## config.mk

```make
export PLATFORM = sky130hd
export DESIGN_NAME = delta_list_timer_queue_flat
export DESIGN_NICKNAME = d
export VERILOG_FILES = /design/src/rtl/core/dltq_pkg.sv /design/src/rtl/core/dltq_if.sv /design/src/rtl/core/dltq_datapath.sv /design/src/rtl/core/dltq_ctrl.sv /design/src/rtl/core/delta_list_timer_queue.sv /design/src/flat_wrapper.sv
export SDC_FILE = /design/constraint.sdc
export NUM_CORES = 2
export LEC_CHECK = 0
export BUFFER_PORTS_ARGS = -buffer_cell sky130_fd_sc_hd__buf_2
export CELL_PAD_IN_SITES_DETAIL_PLACEMENT = 0
export CELL_PAD_IN_SITES_GLOBAL_PLACEMENT = 1
export CORE_MARGIN = 4
export CORE_UTILIZATION = 47
export CTS_BUF_LIST = sky130_fd_sc_hd__clkbuf_2
export DETAILED_ROUTE_END_ITERATION = 12
export PLACE_DENSITY = 0.89
export SKIP_LAST_GASP = 1
export SLEW_MARGIN = 15
export SYNTH_ARGS = -nofsm -noshare
export SYNTH_HDL_FRONTEND = slang
export SYNTH_SLANG_ARGS = --single-unit
```

## constraint.sdc

```tcl
create_clock -name clk -period 8.7 [get_ports clk]
set_input_delay 0.87 -clock clk [delete_from_list [all_inputs] [get_ports clk]]
set_output_delay 0.87 -clock clk [all_outputs]
set_load 0.01 [all_outputs]
```

## src/rtl/core/dltq_pkg.sv

```systemverilog
// ----------------------------------------------------------------------------
// Delta-list timer queue package
// Shared types, codes and defaults for the delta-list timer queue.
// ----------------------------------------------------------------------------
package dltq_pkg;

  localparam int NumTimersDef = 8;
  localparam int TimeWidthDef = 32;
  localparam int MaxResults   = 8;
  localparam int ActW         = 3;
  localparam int IdW          = 3;
  localparam int IvW          = 32;

  typedef enum logic [ActW-1:0] {
    ACT_SET     = 3'd0,
    ACT_START   = 3'd1,
    ACT_STOP    = 3'd2,
    ACT_RESTART = 3'd3,
    ACT_TICK    = 3'd4
  } action_t;

  localparam logic KIND_ACK    = 1'b0;
  localparam logic KIND_EXPIRE = 1'b1;

  typedef enum logic [4:0] {
    ST_IDLE,
    ST_DISPATCH,
    ST_STOP_CHK,
    ST_STOP_WALK,
    ST_STOP_FIX,
    ST_SET_WR,
    ST_START_CHK,
    ST_START_WALK,
    ST_START_LINK,
    ST_START_FIN,
    ST_TICK,
    ST_EXP,
    ST_EXP_NEXT,
    ST_ACK,
    ST_OUT_WAIT
  } state_t;

  // Datapath operations issued by the controller, one per cycle.
  typedef enum logic [3:0] {
    OP_NONE,
    OP_LOAD,
    OP_STOP_HEAD,
    OP_STOP_STEP,
    OP_STOP_FIX,
    OP_SET_WR,
    OP_START_CHK,
    OP_START_STEP,
    OP_START_LINK,
    OP_START_FIN,
    OP_TICK,
    OP_EXPIRE,
    OP_EXP_END
  } op_t;

  typedef struct packed {
    op_t  op;
  } dltq_cmd_t;

  typedef struct packed {
    logic queued;      // timer of the current command is queued
    logic empty;       // list is empty
    logic is_head;     // current timer is the head
    logic walk_hit;    // stop walk found the timer
    logic walk_end;    // walk ran off the end of the list
    logic ins_front;   // start goes in front of the head
    logic ins_stop;    // start walk found its place
    logic tick_fire;   // tick reached the head delay
    logic exp_more;    // another expiry follows
    logic id_bad;      // timer id out of range
  } dltq_sts_t;

endpackage

```

## src/rtl/core/dltq_if.sv

```systemverilog
// ----------------------------------------------------------------------------
// Delta-list timer queue channels
// Valid/ready interfaces for the command and result channels.
// ----------------------------------------------------------------------------
interface dltq_in_if;
  logic                     valid;
  logic                     ready;
  logic [dltq_pkg::ActW-1:0] action;
  logic [dltq_pkg::IdW-1:0]  timer_id;
  logic [dltq_pkg::IvW-1:0]  interval;
  modport source (output valid, action, timer_id, interval, input ready);
  modport sink   (input valid, action, timer_id, interval, output ready);
endinterface

interface dltq_out_if;
  logic       valid;
  logic       ready;
  logic       kind;
  logic [2:0] timer_number;
  logic       status;
  logic       last;
  modport source (output valid, kind, timer_number, status, last, input ready);
  modport sink   (input valid, kind, timer_number, status, last, output ready);
endinterface

```

## src/rtl/core/dltq_datapath.sv

```systemverilog
// ----------------------------------------------------------------------------
// Delta-list timer queue datapath
// Holds the timer tables and list pointers and performs one list step a cycle.
// ----------------------------------------------------------------------------
module dltq_datapath #(
  parameter int NUM_TIMERS = dltq_pkg::NumTimersDef,
  parameter int TIME_WIDTH = dltq_pkg::TimeWidthDef
) (
  input  logic                       clk,
  input  logic                       rst_n,
  input  dltq_pkg::dltq_cmd_t        cmd,
  output dltq_pkg::dltq_sts_t        sts,
  input  logic [dltq_pkg::IdW-1:0]   in_id,
  input  logic [dltq_pkg::IvW-1:0]   in_iv,
  output logic [dltq_pkg::IdW-1:0]   exp_id
);
  localparam int IW = (NUM_TIMERS > 1) ? $clog2(NUM_TIMERS) : 1;
  localparam int CW = $clog2(NUM_TIMERS + 1);
  localparam logic [TIME_WIDTH-1:0] TMAX = '1;

  logic [TIME_WIDTH-1:0] reload_r [NUM_TIMERS];
  logic [TIME_WIDTH-1:0] delta_r  [NUM_TIMERS];
  logic [IW-1:0]         link_r   [NUM_TIMERS];
  logic [NUM_TIMERS-1:0] queued_r;
  logic [IW-1:0]         head_r;
  logic                  empty_r;
  logic [TIME_WIDTH-1:0] elapsed_r;
  logic [CW-1:0]         len_r;

  // Walk registers.
  logic [IW-1:0]         id_r;
  logic [IW-1:0]         p_r;
  logic [CW-1:0]         k_r;
  logic [TIME_WIDTH-1:0] agg_r;
  logic [TIME_WIDTH-1:0] d_r;

  // The command fields are held here because the input bus moves on after the beat.
  logic [dltq_pkg::IvW-1:0] iv_r;
  logic                     bad_r;

  logic [TIME_WIDTH-1:0] rem;
  logic [IW-1:0]         c;
  logic [TIME_WIDTH:0]   sum_w;
  logic [TIME_WIDTH-1:0] nxt_agg;
  logic [TIME_WIDTH-1:0] iv_sat;
  logic                  id_bad;

  function automatic logic [TIME_WIDTH-1:0] sat_add(input logic [TIME_WIDTH-1:0] a,
                                                   input logic [TIME_WIDTH-1:0] b);
    logic [TIME_WIDTH:0] s;
    s = {1'b0, a} + {1'b0, b};
    return s[TIME_WIDTH] ? TMAX : s[TIME_WIDTH-1:0];
  endfunction

  always_comb begin
    rem     = (elapsed_r >= delta_r[head_r]) ? '0 : delta_r[head_r] - elapsed_r;
    c       = link_r[p_r];
    sum_w   = {1'b0, agg_r} + {1'b0, delta_r[c]};
    nxt_agg = sum_w[TIME_WIDTH] ? TMAX : sum_w[TIME_WIDTH-1:0];
    id_bad  = ({{(32-dltq_pkg::IdW){1'b0}}, in_id} >= 32'(NUM_TIMERS));
    if (TIME_WIDTH >= dltq_pkg::IvW) begin
      iv_sat = TIME_WIDTH'(iv_r);
    end else begin
      iv_sat = ((iv_r >> TIME_WIDTH) != '0) ? TMAX : TIME_WIDTH'(iv_r);
    end
  end

  assign exp_id = dltq_pkg::IdW'(head_r);

  always_comb begin
    sts.queued    = queued_r[id_r];
    sts.empty     = empty_r;
    sts.is_head   = (id_r == head_r);
    sts.walk_hit  = (c == id_r);
    sts.walk_end  = (k_r >= len_r);
    sts.ins_front = (d_r < rem);
    sts.ins_stop  = (k_r >= len_r) || (nxt_agg > d_r);
    sts.tick_fire = (sat_add(elapsed_r, TIME_WIDTH'(1)) >= delta_r[head_r]);
    sts.exp_more  = (len_r > CW'(1)) && (delta_r[link_r[head_r]] == '0) &&
                    (k_r < CW'(dltq_pkg::MaxResults - 1));
    sts.id_bad    = bad_r;
  end

  always_ff @(posedge clk) begin
    if (!rst_n) begin
      for (int i = 0; i < NUM_TIMERS; i++) begin
        reload_r[i] <= '0;
        delta_r[i]  <= '0;
        link_r[i]   <= '0;
      end
      queued_r  <= '0;
      head_r    <= '0;
      empty_r   <= 1'b1;
      elapsed_r <= '0;
      len_r     <= '0;
      id_r      <= '0;
      p_r       <= '0;
      k_r       <= '0;
      agg_r     <= '0;
      d_r       <= '0;
      iv_r      <= '0;
      bad_r     <= 1'b0;
    end else begin
      unique case (cmd.op)
        dltq_pkg::OP_NONE: ;
        dltq_pkg::OP_LOAD: begin
          id_r  <= id_bad ? '0 : IW'(in_id);
          bad_r <= id_bad;
          iv_r  <= in_iv;
          p_r   <= head_r;
          k_r   <= CW'(1);
        end
        // Removing the head hands its remaining time to the successor.
        dltq_pkg::OP_STOP_HEAD: begin
          if (len_r > CW'(1)) begin
            delta_r[link_r[id_r]] <= sat_add(delta_r[link_r[id_r]], rem);
            head_r <= link_r[id_r];
          end else begin
            empty_r <= 1'b1;
          end
          elapsed_r      <= '0;
          queued_r[id_r] <= 1'b0;
          len_r          <= len_r - CW'(1);
        end
        dltq_pkg::OP_STOP_STEP: begin
          p_r <= c;
          k_r <= k_r + CW'(1);
        end
        dltq_pkg::OP_STOP_FIX: begin
          if (k_r + CW'(1) < len_r) begin
            link_r[p_r] <= link_r[c];
            delta_r[link_r[c]] <= sat_add(delta_r[link_r[c]], delta_r[c]);
          end
          queued_r[id_r] <= 1'b0;
          len_r          <= len_r - CW'(1);
        end
        dltq_pkg::OP_SET_WR: begin
          delta_r[id_r]  <= iv_sat;
          reload_r[id_r] <= iv_sat;
        end
        dltq_pkg::OP_START_CHK: begin
          d_r           <= reload_r[id_r];
          delta_r[id_r] <= reload_r[id_r];
          agg_r         <= rem;
          p_r           <= head_r;
          k_r           <= CW'(1);
          if (empty_r || len_r == '0) begin
            head_r    <= id_r;
            empty_r   <= 1'b0;
            elapsed_r <= '0;
            len_r     <= CW'(1);
            queued_r[id_r] <= 1'b1;
          end
        end
        dltq_pkg::OP_START_STEP: begin
          agg_r <= nxt_agg;
          p_r   <= c;
          k_r   <= k_r + CW'(1);
        end
        dltq_pkg::OP_START_LINK: begin
          delta_r[id_r] <= d_r - agg_r;
          if (k_r < len_r) begin
            delta_r[c] <= delta_r[c] - (d_r - agg_r);
            link_r[id_r] <= c;
          end
          link_r[p_r]    <= id_r;
          queued_r[id_r] <= 1'b1;
          len_r          <= len_r + CW'(1);
        end
        dltq_pkg::OP_START_FIN: begin
          delta_r[head_r] <= rem - d_r;
          link_r[id_r]    <= head_r;
          head_r          <= id_r;
          elapsed_r       <= '0;
          queued_r[id_r]  <= 1'b1;
          len_r           <= len_r + CW'(1);
        end
        dltq_pkg::OP_TICK: begin
          elapsed_r <= sat_add(elapsed_r, TIME_WIDTH'(1));
          k_r       <= '0;
          if (sts.tick_fire) delta_r[head_r] <= '0;
        end
        dltq_pkg::OP_EXPIRE: begin
          queued_r[head_r] <= 1'b0;
          len_r <= len_r - CW'(1);
          k_r   <= k_r + CW'(1);
          if (len_r == CW'(1)) empty_r <= 1'b1;
          else head_r <= link_r[head_r];
        end
        dltq_pkg::OP_EXP_END: elapsed_r <= '0;
        default: ;
      endcase
    end
  end
endmodule

```

## src/rtl/core/dltq_ctrl.sv

```systemverilog
// ----------------------------------------------------------------------------
// Delta-list timer queue controller
// Sequences list walks and result beats for one command or tick at a time.
// ----------------------------------------------------------------------------
module dltq_ctrl (
  input  logic                     clk,
  input  logic                     rst_n,
  input  logic                     in_valid,
  output logic                     in_ready,
  input  logic [dltq_pkg::ActW-1:0] in_action,
  input  dltq_pkg::dltq_sts_t      sts,
  output dltq_pkg::dltq_cmd_t      cmd,
  input  logic [dltq_pkg::IdW-1:0] exp_id,
  input  logic [dltq_pkg::IdW-1:0] in_id,
  output logic                     out_valid,
  input  logic                     out_ready,
  output logic                     out_kind,
  output logic [2:0]               out_timer_number,
  output logic                     out_status,
  output logic                     out_last
);
  dltq_pkg::state_t state_r, state_nxt;
  logic [dltq_pkg::ActW-1:0] act_r;
  logic [dltq_pkg::IdW-1:0]  id_r;
  logic                      status_r, status_nxt;
  logic                      ovalid_r, ovalid_nxt;
  logic                      okind_r, okind_nxt, olast_r, olast_nxt;
  logic                      ostat_r, ostat_nxt;
  logic [2:0]                onum_r, onum_nxt;
  logic                      back_r, back_nxt;  // flag held at its reset value; no state sets or reads it

  assign in_ready         = (state_r == dltq_pkg::ST_IDLE);
  assign out_valid        = ovalid_r;
  assign out_kind         = okind_r;
  assign out_timer_number = onum_r;
  assign out_status       = ostat_r;
  assign out_last         = olast_r;

  always_ff @(posedge clk) begin
    if (!rst_n) begin
      state_r  <= dltq_pkg::ST_IDLE;
      ovalid_r <= 1'b0;
      status_r <= 1'b0;
      back_r   <= 1'b0;
    end else begin
      state_r  <= state_nxt;
      ovalid_r <= ovalid_nxt;
      status_r <= status_nxt;
      back_r   <= back_nxt;
    end
  end

  always_ff @(posedge clk) begin
    if (in_valid && in_ready) begin
      act_r <= in_action;
      id_r  <= in_id;
    end
    okind_r <= okind_nxt;
    olast_r <= olast_nxt;
    ostat_r <= ostat_nxt;
    onum_r  <= onum_nxt;
  end

  always_comb begin
    state_nxt  = state_r;
    cmd        = '{op: dltq_pkg::OP_NONE};
    status_nxt = status_r;
    ovalid_nxt = ovalid_r && !out_ready;
    okind_nxt  = okind_r;
    olast_nxt  = olast_r;
    ostat_nxt  = ostat_r;
    onum_nxt   = onum_r;
    back_nxt   = back_r;
    unique case (state_r)
      dltq_pkg::ST_IDLE: begin
        if (in_valid) begin
          cmd.op     = dltq_pkg::OP_LOAD;
          status_nxt = 1'b0;
          state_nxt  = dltq_pkg::ST_DISPATCH;
        end
      end
      dltq_pkg::ST_DISPATCH: begin
        if (act_r == dltq_pkg::ACT_TICK) begin
          state_nxt = sts.empty ? dltq_pkg::ST_IDLE : dltq_pkg::ST_TICK;
        end else if (act_r > dltq_pkg::ACT_TICK) begin
          state_nxt = dltq_pkg::ST_IDLE;
        end else if (sts.id_bad) begin
          status_nxt = 1'b1;
          state_nxt  = dltq_pkg::ST_ACK;
        end else if (act_r == dltq_pkg::ACT_START) begin
          state_nxt = dltq_pkg::ST_START_CHK;
        end else begin
          state_nxt = dltq_pkg::ST_STOP_CHK;
        end
      end
      dltq_pkg::ST_STOP_CHK: begin
        if (!sts.queued || sts.empty) begin
          if (act_r == dltq_pkg::ACT_STOP) status_nxt = 1'b1;
          state_nxt = dltq_pkg::ST_SET_WR;
        end else if (sts.is_head) begin
          cmd.op    = dltq_pkg::OP_STOP_HEAD;
          state_nxt = dltq_pkg::ST_SET_WR;
        end else begin
          state_nxt = dltq_pkg::ST_STOP_WALK;
        end
      end
      dltq_pkg::ST_STOP_WALK: begin
        if (sts.walk_end) begin
          cmd.op    = dltq_pkg::OP_STOP_FIX;
          state_nxt = dltq_pkg::ST_SET_WR;
        end else if (sts.walk_hit) begin
          state_nxt = dltq_pkg::ST_STOP_FIX;
        end else begin
          cmd.op = dltq_pkg::OP_STOP_STEP;
        end
      end
      dltq_pkg::ST_STOP_FIX: begin
        cmd.op    = dltq_pkg::OP_STOP_FIX;
        state_nxt = dltq_pkg::ST_SET_WR;
      end
      dltq_pkg::ST_SET_WR: begin
        if (act_r == dltq_pkg::ACT_SET) begin
          cmd.op    = dltq_pkg::OP_SET_WR;
          state_nxt = dltq_pkg::ST_ACK;
        end else if (act_r == dltq_pkg::ACT_RESTART) begin
          state_nxt = dltq_pkg::ST_START_CHK;
        end else begin
          state_nxt = dltq_pkg::ST_ACK;
        end
      end
      dltq_pkg::ST_START_CHK: begin
        if (sts.queued) begin
          if (act_r == dltq_pkg::ACT_START) status_nxt = 1'b1;
          state_nxt = dltq_pkg::ST_ACK;
        end else begin
          cmd.op    = dltq_pkg::OP_START_CHK;
          state_nxt = sts.empty ? dltq_pkg::ST_ACK : dltq_pkg::ST_START_WALK;
        end
      end
      dltq_pkg::ST_START_WALK: begin
        if (sts.ins_front) begin
          cmd.op    = dltq_pkg::OP_START_FIN;
          state_nxt = dltq_pkg::ST_ACK;
        end else if (sts.ins_stop) begin
          cmd.op    = dltq_pkg::OP_START_LINK;
          state_nxt = dltq_pkg::ST_ACK;
        end else begin
          cmd.op = dltq_pkg::OP_START_STEP;
        end
      end
      dltq_pkg::ST_TICK: begin
        cmd.op    = dltq_pkg::OP_TICK;
        state_nxt = sts.tick_fire ? dltq_pkg::ST_EXP : dltq_pkg::ST_IDLE;
      end
      dltq_pkg::ST_EXP: begin
        if (!ovalid_nxt) begin
          ovalid_nxt = 1'b1;
          okind_nxt  = dltq_pkg::KIND_EXPIRE;
          onum_nxt   = exp_id;
          ostat_nxt  = 1'b0;
          olast_nxt  = !sts.exp_more;
          cmd.op     = dltq_pkg::OP_EXPIRE;
          state_nxt  = sts.exp_more ? dltq_pkg::ST_EXP : dltq_pkg::ST_EXP_NEXT;
        end
      end
      dltq_pkg::ST_EXP_NEXT: begin
        cmd.op    = dltq_pkg::OP_EXP_END;
        state_nxt = dltq_pkg::ST_OUT_WAIT;
      end
      dltq_pkg::ST_ACK: begin
        if (!ovalid_nxt) begin
          ovalid_nxt = 1'b1;
          okind_nxt  = dltq_pkg::KIND_ACK;
          onum_nxt   = id_r;
          ostat_nxt  = status_r;
          olast_nxt  = 1'b1;
          state_nxt  = dltq_pkg::ST_IDLE;
        end
      end
      dltq_pkg::ST_OUT_WAIT: state_nxt = dltq_pkg::ST_IDLE;
      default: state_nxt = dltq_pkg::ST_IDLE;
    endcase
  end
endmodule

```

## src/rtl/core/delta_list_timer_queue.sv

```systemverilog
// A new command is taken only in idle, after the last result beat of the one
// before is issued. Result stalls hold the queue; walks step one entry at a time.
// A tick with expiries gives one result beat per cycle while out_ready is high.
// Reset (synchronous, rst_n low) empties the list and clears all reloads.
// ----------------------------------------------------------------------------
// Delta-list timer queue top level
// Sorted one-shot timer list with relative delays, command and tick input.
// ----------------------------------------------------------------------------
module delta_list_timer_queue #(
  parameter int NUM_TIMERS = dltq_pkg::NumTimersDef,
  parameter int TIME_WIDTH = dltq_pkg::TimeWidthDef
) (
  input  logic clk,
  input  logic rst_n,
  dltq_in_if.sink    in_ch,
  dltq_out_if.source out_ch
);
  dltq_pkg::dltq_cmd_t      cmd;
  dltq_pkg::dltq_sts_t      sts;
  logic [dltq_pkg::IdW-1:0] exp_id;

  dltq_ctrl u_ctrl (
    .clk, .rst_n,
    .in_valid(in_ch.valid), .in_ready(in_ch.ready), .in_action(in_ch.action),
    .sts, .cmd, .exp_id, .in_id(in_ch.timer_id),
    .out_valid(out_ch.valid), .out_ready(out_ch.ready), .out_kind(out_ch.kind),
    .out_timer_number(out_ch.timer_number), .out_status(out_ch.status),
    .out_last(out_ch.last)
  );

  dltq_datapath #(.NUM_TIMERS(NUM_TIMERS), .TIME_WIDTH(TIME_WIDTH)) u_dp (
    .clk, .rst_n, .cmd, .sts,
    .in_id(in_ch.timer_id), .in_iv(in_ch.interval), .exp_id
  );
endmodule

```

## src/flat_wrapper.sv

```systemverilog
// flat-port wrapper written by rule: the top's interface ports become plain ports
module delta_list_timer_queue_flat 
#(
  parameter int NUM_TIMERS = dltq_pkg::NumTimersDef,
  parameter int TIME_WIDTH = dltq_pkg::TimeWidthDef
)
  (clk, rst_n, in_ch_valid, in_ch_action, in_ch_timer_id, in_ch_interval, in_ch_ready, out_ch_valid, out_ch_kind, out_ch_timer_number, out_ch_status, out_ch_last, out_ch_ready);
  dltq_in_if in_ch_i ();
  dltq_out_if out_ch_i ();
  input  logic clk;
  input  logic rst_n;
  input wire logic [$bits(in_ch_i.valid)-1:0] in_ch_valid;
  input wire logic [$bits(in_ch_i.action)-1:0] in_ch_action;
  input wire logic [$bits(in_ch_i.timer_id)-1:0] in_ch_timer_id;
  input wire logic [$bits(in_ch_i.interval)-1:0] in_ch_interval;
  output wire logic [$bits(in_ch_i.ready)-1:0] in_ch_ready;
  output wire logic [$bits(out_ch_i.valid)-1:0] out_ch_valid;
  output wire logic [$bits(out_ch_i.kind)-1:0] out_ch_kind;
  output wire logic [$bits(out_ch_i.timer_number)-1:0] out_ch_timer_number;
  output wire logic [$bits(out_ch_i.status)-1:0] out_ch_status;
  output wire logic [$bits(out_ch_i.last)-1:0] out_ch_last;
  input wire logic [$bits(out_ch_i.ready)-1:0] out_ch_ready;
  assign in_ch_i.valid = in_ch_valid;
  assign in_ch_i.action = in_ch_action;
  assign in_ch_i.timer_id = in_ch_timer_id;
  assign in_ch_i.interval = in_ch_interval;
  assign in_ch_ready = in_ch_i.ready;
  assign out_ch_valid = out_ch_i.valid;
  assign out_ch_kind = out_ch_i.kind;
  assign out_ch_timer_number = out_ch_i.timer_number;
  assign out_ch_status = out_ch_i.status;
  assign out_ch_last = out_ch_i.last;
  assign out_ch_i.ready = out_ch_ready;
  delta_list_timer_queue #(.NUM_TIMERS(NUM_TIMERS), .TIME_WIDTH(TIME_WIDTH)) u_core (.clk(clk), .rst_n(rst_n), .in_ch(in_ch_i), .out_ch(out_ch_i));
endmodule
```

; Yosys cells after proc, flatten, opt, wreduce, memory -nomap -nowiden
; Memory sizes are Yosys's and may differ from the RTL's. A register that Yosys moved wholly into a read port is not among the register bits.
; Index checks and enable logic that the tools add are counted.
[op_classes]
n_addsub = 11
magnitude_cmp = 14
n_eq_ne = 47
n_mux = 144
n_bitwise = 14
n_reduce_logical = 50
[ops]
columns = op, n
row1 = $mux 32, 15
row2 = $reduce_or 32->1, 6
row3 = $sub 32x32->32, 4
row4 = $mux 3, 35
row5 = $add 32x32->33, 3
row6 = $pmux 32 s3, 1
row7 = $ge 32x32->1, 2
row8 = $pmux 32 s2, 1
row9 = $pmux 5 s12, 1
row10 = $mux 1, 54
row11 = $mux 4, 11
row12 = $pmux 4 s10, 1
row13 = $mux 5, 7
row14 = $add 32x1->33 const B, 1
row15 = $gt 32x32->1, 1
row16 = $logic_not 32->1, 1
row17 = $lt 32x32->1, 1
row18 = $pmux 8 s4, 1
row19 = $ne 2x2->1 const B, 14
row20 = $pmux 4 s3, 2
row21 = $eq 4x4->1 const B, 5
row22 = $eq 5x3->1 const B, 4
row23 = $eq 5x4->1 const B, 4
row24 = $and 8x8->8, 2
row25 = other kinds (48), 103
[word_totals]
regBits = 173
ram_bits = 536
output_inout_bits = 8
n_memories = 3
[mem_list]
columns = memory, words, width, read_ports, rd_ports_with_merged_regs, write_ports, line
row1 = u_core.u_dp.delta_r, 8, 32, 5, 1, 8, dltq_datapath.sv:22  ; logic [TIME_WIDTH-1:0] delta_r [NUM_TIMERS];
row2 = u_core.u_dp.reload_r, 8, 32, 1, 1, 8, dltq_datapath.sv:21  ; logic [TIME_WIDTH-1:0] reload_r [NUM_TIMERS];
row3 = u_core.u_dp.link_r, 8, 3, 4, 3, 8, dltq_datapath.sv:23  ; logic [IW-1:0] link_r [NUM_TIMERS];

; Logic depth before layout (Yosys ltp)
; An unclocked memory read counts as a cell.
[depth]
word_depth = 18
ltp_mapped = 40

; Hierarchy
; Synthesis repeated with hierarchy kept, for this count alone.
[unflattened]
hier_cells = 6212
area_unflattened_um2 = 54697.5
[by_module_without_submodules]
columns = mod, n_inst, cells_per_inst, area_each_um2, seq_area_each_um2
row1 = dltq_datapath, 1, 6070, 53460.0, 19358.6
row2 = dltq_ctrl, 1, 142, 1237.4, 480.5

; Least setup slack after synthesis
; Ideal clock, no wire load.
[synth_timing]
kind = register to register
start = register (tool-made name)
end = memory u_core.u_dp.delta_r[0][0] in the netlist's numbering (enable)
arrival_ps = 8891
required_time_ps = 8138
setup_slack_ps = -753
stages_incl_launch_ff = 32
n_path_buf = 5
period_less_slack_ps = 9453
cell_sequence = dfxtp_1 > clkbuf_1 > clkbuf_1 > buf_1 > mux4_2 > mux2i_1 > ha_1 > inv_1 > fa_1 > a21oi_1 > o2bb2ai_1 > o41ai_1 > o21ai_0 > a21oi_1 > o21ai_1 > a21boi_0 > mux2i_1 > a2111oi_0 > nor2_1 > ha_1 > nand4_1 > nor4_1 > inv_1 > a211oi_1 > nor4_1 > a21bo_2 > or2_2 > clkbuf_1 > o21a_1 > nand3_1 > clkbuf_1 > nand3_1
[synth_rtl]
columns = element, line
row1 = to (decl), dltq_datapath.sv:22

==> results.yml <==
cts:
  clk_latency_ps: 1800
  clkTransAtPathRegs_ps: 140
  root_buffer: "clkbuf_2"
  cts_tree: "yes"
  clk_path_buf_depth: 3
  cts_sinks: 717
  cts_max_level: 4
  cts-buffers-inserted: 197
yosys:
  async_reset_ff_share_pct: 0
  synth-main-ff-cell: "edfxtp_1"
  syn_nets: 6670
  synth-compound-area-share_pct: 20.0
  yosys.area_share.simple_pct: 21.5
  synth_xor_area_share_pct: 3.21
  synth_area_sq_um: 55600
  synthAdderAreaFrac_pct: 6.98
  seq_area_frac_synth_pct: 35.7
  yosys_register_bits: 717
  synth_edf_count: 548
  synth_cells: 6322
  avgSynthCellArea_sq_um: 8.80
  synth_warnings: 0
  synth_top_family_by_area: "simple AND/OR/NAND/NOR gates"
  ys_types: 97
  synth_mux_area_share_pct: 8.19
timing:
  setup_viol: 0
  max_freq_ghz: 0.117
  final_hold_viol_count: 0
  relSlewSlack_pct: 4.78
  period_minus_slack_ps: 8550
  finClkSkew_ps: 190
  finalSetupTns_ps: 0
  worstMarginPinSlew_ps: 1410
  drv_slew: 0
  finalCritPeriodShare_pct: 98.3
pwr:
  power_frac_clock_pct: 13.8
  p_comb_share_pct: 65.2
  ir_drop_uv: 351
  switching_share_pct: 51.5
  power_leakage_nw: 27.7
  internal-power_w: 0.00965
  p_per_area_nw_per_um2: 295
  power.switching_w: 0.0103
  pwr-share-seq_pct: 21.0
layout:
  fin_util_pct: 57.8
  layout_common_cells: "nand2_1 (1,036), buf_4 (802), edfxtp_1 (548), nand3_1 (405), a21oi_1 (358)"
  final_common_cell: "nand2_1"
  nNetsFinal: 7496
  syn_to_final_growth_pct: 21.3
  drive_gt1_share_pct: 22.8
  fillerInstances: 10400
route:
  drc_errors: 0
  via_per_inst: 6.69
  vias: 59200
  ant_nets: 0
  post_drt_wl_per_cell_um: 30.5
  drt_iter0_drc: 9558
  drtPass1Iterations: 10
  detail_route.wirelength_um: 270000
grt:
  grtUsageTotal_pct: 42.0
  grt_pass1_wl_um: 384000
  first_global_vias: 55300
  antenna_found_initial: 23
  gr-total-overflow: 0
  grt_start_max_net_pins: 156
setup_path:
  end_kind: "flop"
  worstPathMaxFanout: 13
  cp_data_required_time_ps: 10160
  cp_slowest_cell: "or4_1"
  arrival_ps: 10010
  cp-start-kind: "flop"
  critPathTopFamily: "simple AND/OR/NAND/NOR gates"
  critPathMostFrequentCell: "buf_4"
  critPathBufInv: 11
  critical_path_class: "reg2reg"
  max_stage_delay_ps: 520
run_status:
  outcome: "completed"
job:
  drv_cap: 0
place:
  globalplace.congestion: 1.12
  portBuffers: 49
  place_hpwl_um: 205000
floorplanning:
  core_area_sq_um: 117000
  die_w_um: 352
  initial_core_util_pct: 47.6
  row_count: 125
  die_h_um: 352
  die_area_sq_um: 124000
  ios: 50
min_path:
  hold_class: "in2reg"
-- final timing paths --
check | startpoint | end | slack [ps] | cells after the start
worst max register to register | flop | u_core.u_dp.delta_r[7][25]$_DFFE_PP_ | 150 | 32
worst min-delay path | out_ch_ready | u_core.u_ctrl.out_valid$_SDFF_PN0_ | 190 | 4
worst min register to register | u_core.u_dp.d_r[20]$_SDFFE_PN0P_ | u_core.u_dp.d_r[20]$_SDFFE_PN0P_ | 500 | 1
worst max-delay path | flop | u_core.u_dp.delta_r[7][25]$_DFFE_PP_ | 150 | 32
-- logic make-up after synthesis --
family                     count (synthesis)
AOI/OAI and AO/OA                       1655
xor gates and xnor gates                 204
adders and majority gates                306
buffers and inverters                    633
DFF                                      717
muxes                                    268
and+or+nand+nor                         2539
-- stage by stage --
step / setup WS, ps / total power (W) / instance area, sq um / hold slack (ps) / instances
2_1_floorplan: 38.9 / 0.0104 / 55700 / 439 / 6322
3_3_place_gp: -467 / 0.0164 / 63900 / 468 / 8358
3_5_place_dp: -516 / 0.0164 / 63900 / 476 / 8358
4_1_cts: 5.83 / 0.0193 / 67000 / 54.9 / 8823
5_1_grt: -74.6 / 0.0206 / 67500 / 136 / 8841
6_report: 150 / 0.0199 / 67500 / 191 / 8854
-- cell usage after synthesis, types with 33 or more instances --
cell      number  share of area (%)
ha_1         299                6.7
a31oi_1       53               0.60
o21ai_0      294                2.6
a22oi_1       38               0.51
xnor2_1      139                2.2
edfxtp_1     548                 30
nand4_1       58               0.65
nor2b_1       36               0.40
a221oi_1      33               0.52
a21o_1       127                1.7
and2_1       153                1.7
a21oi_1      361                3.2
nand2b_1      52               0.58
a31o_2        34               0.54
mux4_2       145                5.9
buf_1         44               0.30
mux2i_1       93                1.7
clkbuf_1     328                2.2
nor2_1       317                2.1
nand3_1      414                3.7
and3_1       188                2.1
o221ai_1      44               0.69
nor3_1        93               0.84
inv_1        219                1.5
o21a_1        53               0.72
xor2_1        65                1.0
a211oi_1      44               0.59
nand2_1     1038                7.0
o31ai_1      106                1.4
dfxtp_1      169                6.1
o22ai_1      159                1.8
nor4_1        90                1.0
-- layer usage --
layer | track usage, % | vias up | share of wire [%]
li1 | - | 25500 | -
met1 | 54.3 | 28300 | 37
met2 | 61.0 | 4423 | 42
met3 | 12.8 | 968 | 13
met4 | 27.1 | 14 | 7.9
met5 | 0 | - | 0.039
-- power groups by stage --
stage | Sequential (W) | Clock (W) | Combinational, W
finish | 0.00418 | 0.00274 | 0.0130
floorplan | 0.00408 | 0 | 0.00630
global route | 0.00419 | 0.00295 | 0.0134
CTS | 0.00415 | 0.00274 | 0.0124
detailed placement | 0.00423 | 0 | 0.0122
global placement | 0.00422 | 0 | 0.0122
-- what timing repair did --
| item | in CTS | in global routing |
|---|---|---|
| gates resized for setup | 29 | 66 |
| hold endpoints to repair | 96 | 0 |
| gates cloned | 0 | 1 |
| endpoints found under the setup margin | 530 | 603 |
| pin swaps | 1 | 9 |
| hold buffers | 102 | 0 |
| buffers inserted | 1 | 11 |
-- area by class of cell --
class / instances / area [sq um] / share of cell area, %
multi-input combinational: 4972 / 34000 / 50.3
tap: 1524 / 1910 / 2.83
antenna: 19 / 47.5 / 0.0704
clock buffer: 287 / 1440 / 2.13
clock inverter: 75 / 494 / 0.732
sequential: 717 / 19900 / 29.4
inverter: 221 / 832 / 1.23
timing repair buffer: 1039 / 8950 / 13.3
-- worst min-delay path, delay by kind of cell --
| family | cells | cell delay, ps |
|---|---|---|
| buf+inv | 2 | 650 |
| compound gates | 1 | 90 |
| simple gates | 1 | 180 |
-- state kept, by name, indices dropped and copies added (netlist names), 3 cells and up, named ones only --
signal / count
u_core.u_dp.delta_r: 256
u_core.u_dp.link_r: 24
u_core.u_ctrl.state_r: 4
u_core.u_ctrl.id_r: 3
u_core.u_dp.id_r: 3
u_core.u_dp.iv_r: 32
u_core.u_ctrl.act_r: 3
u_core.u_dp.p_r: 3
u_core.u_dp.agg_r: 32
u_core.u_dp.elapsed_r: 32
u_core.u_dp.queued_r: 8
u_core.u_dp.k_r: 4
u_core.u_ctrl.out_timer_number: 3
u_core.u_dp.reload_r: 256
u_core.u_dp.d_r: 32
u_core.u_dp.len_r: 4
u_core.u_dp.exp_id: 3
No activity file was read; power rests on OpenSTA's default activity.
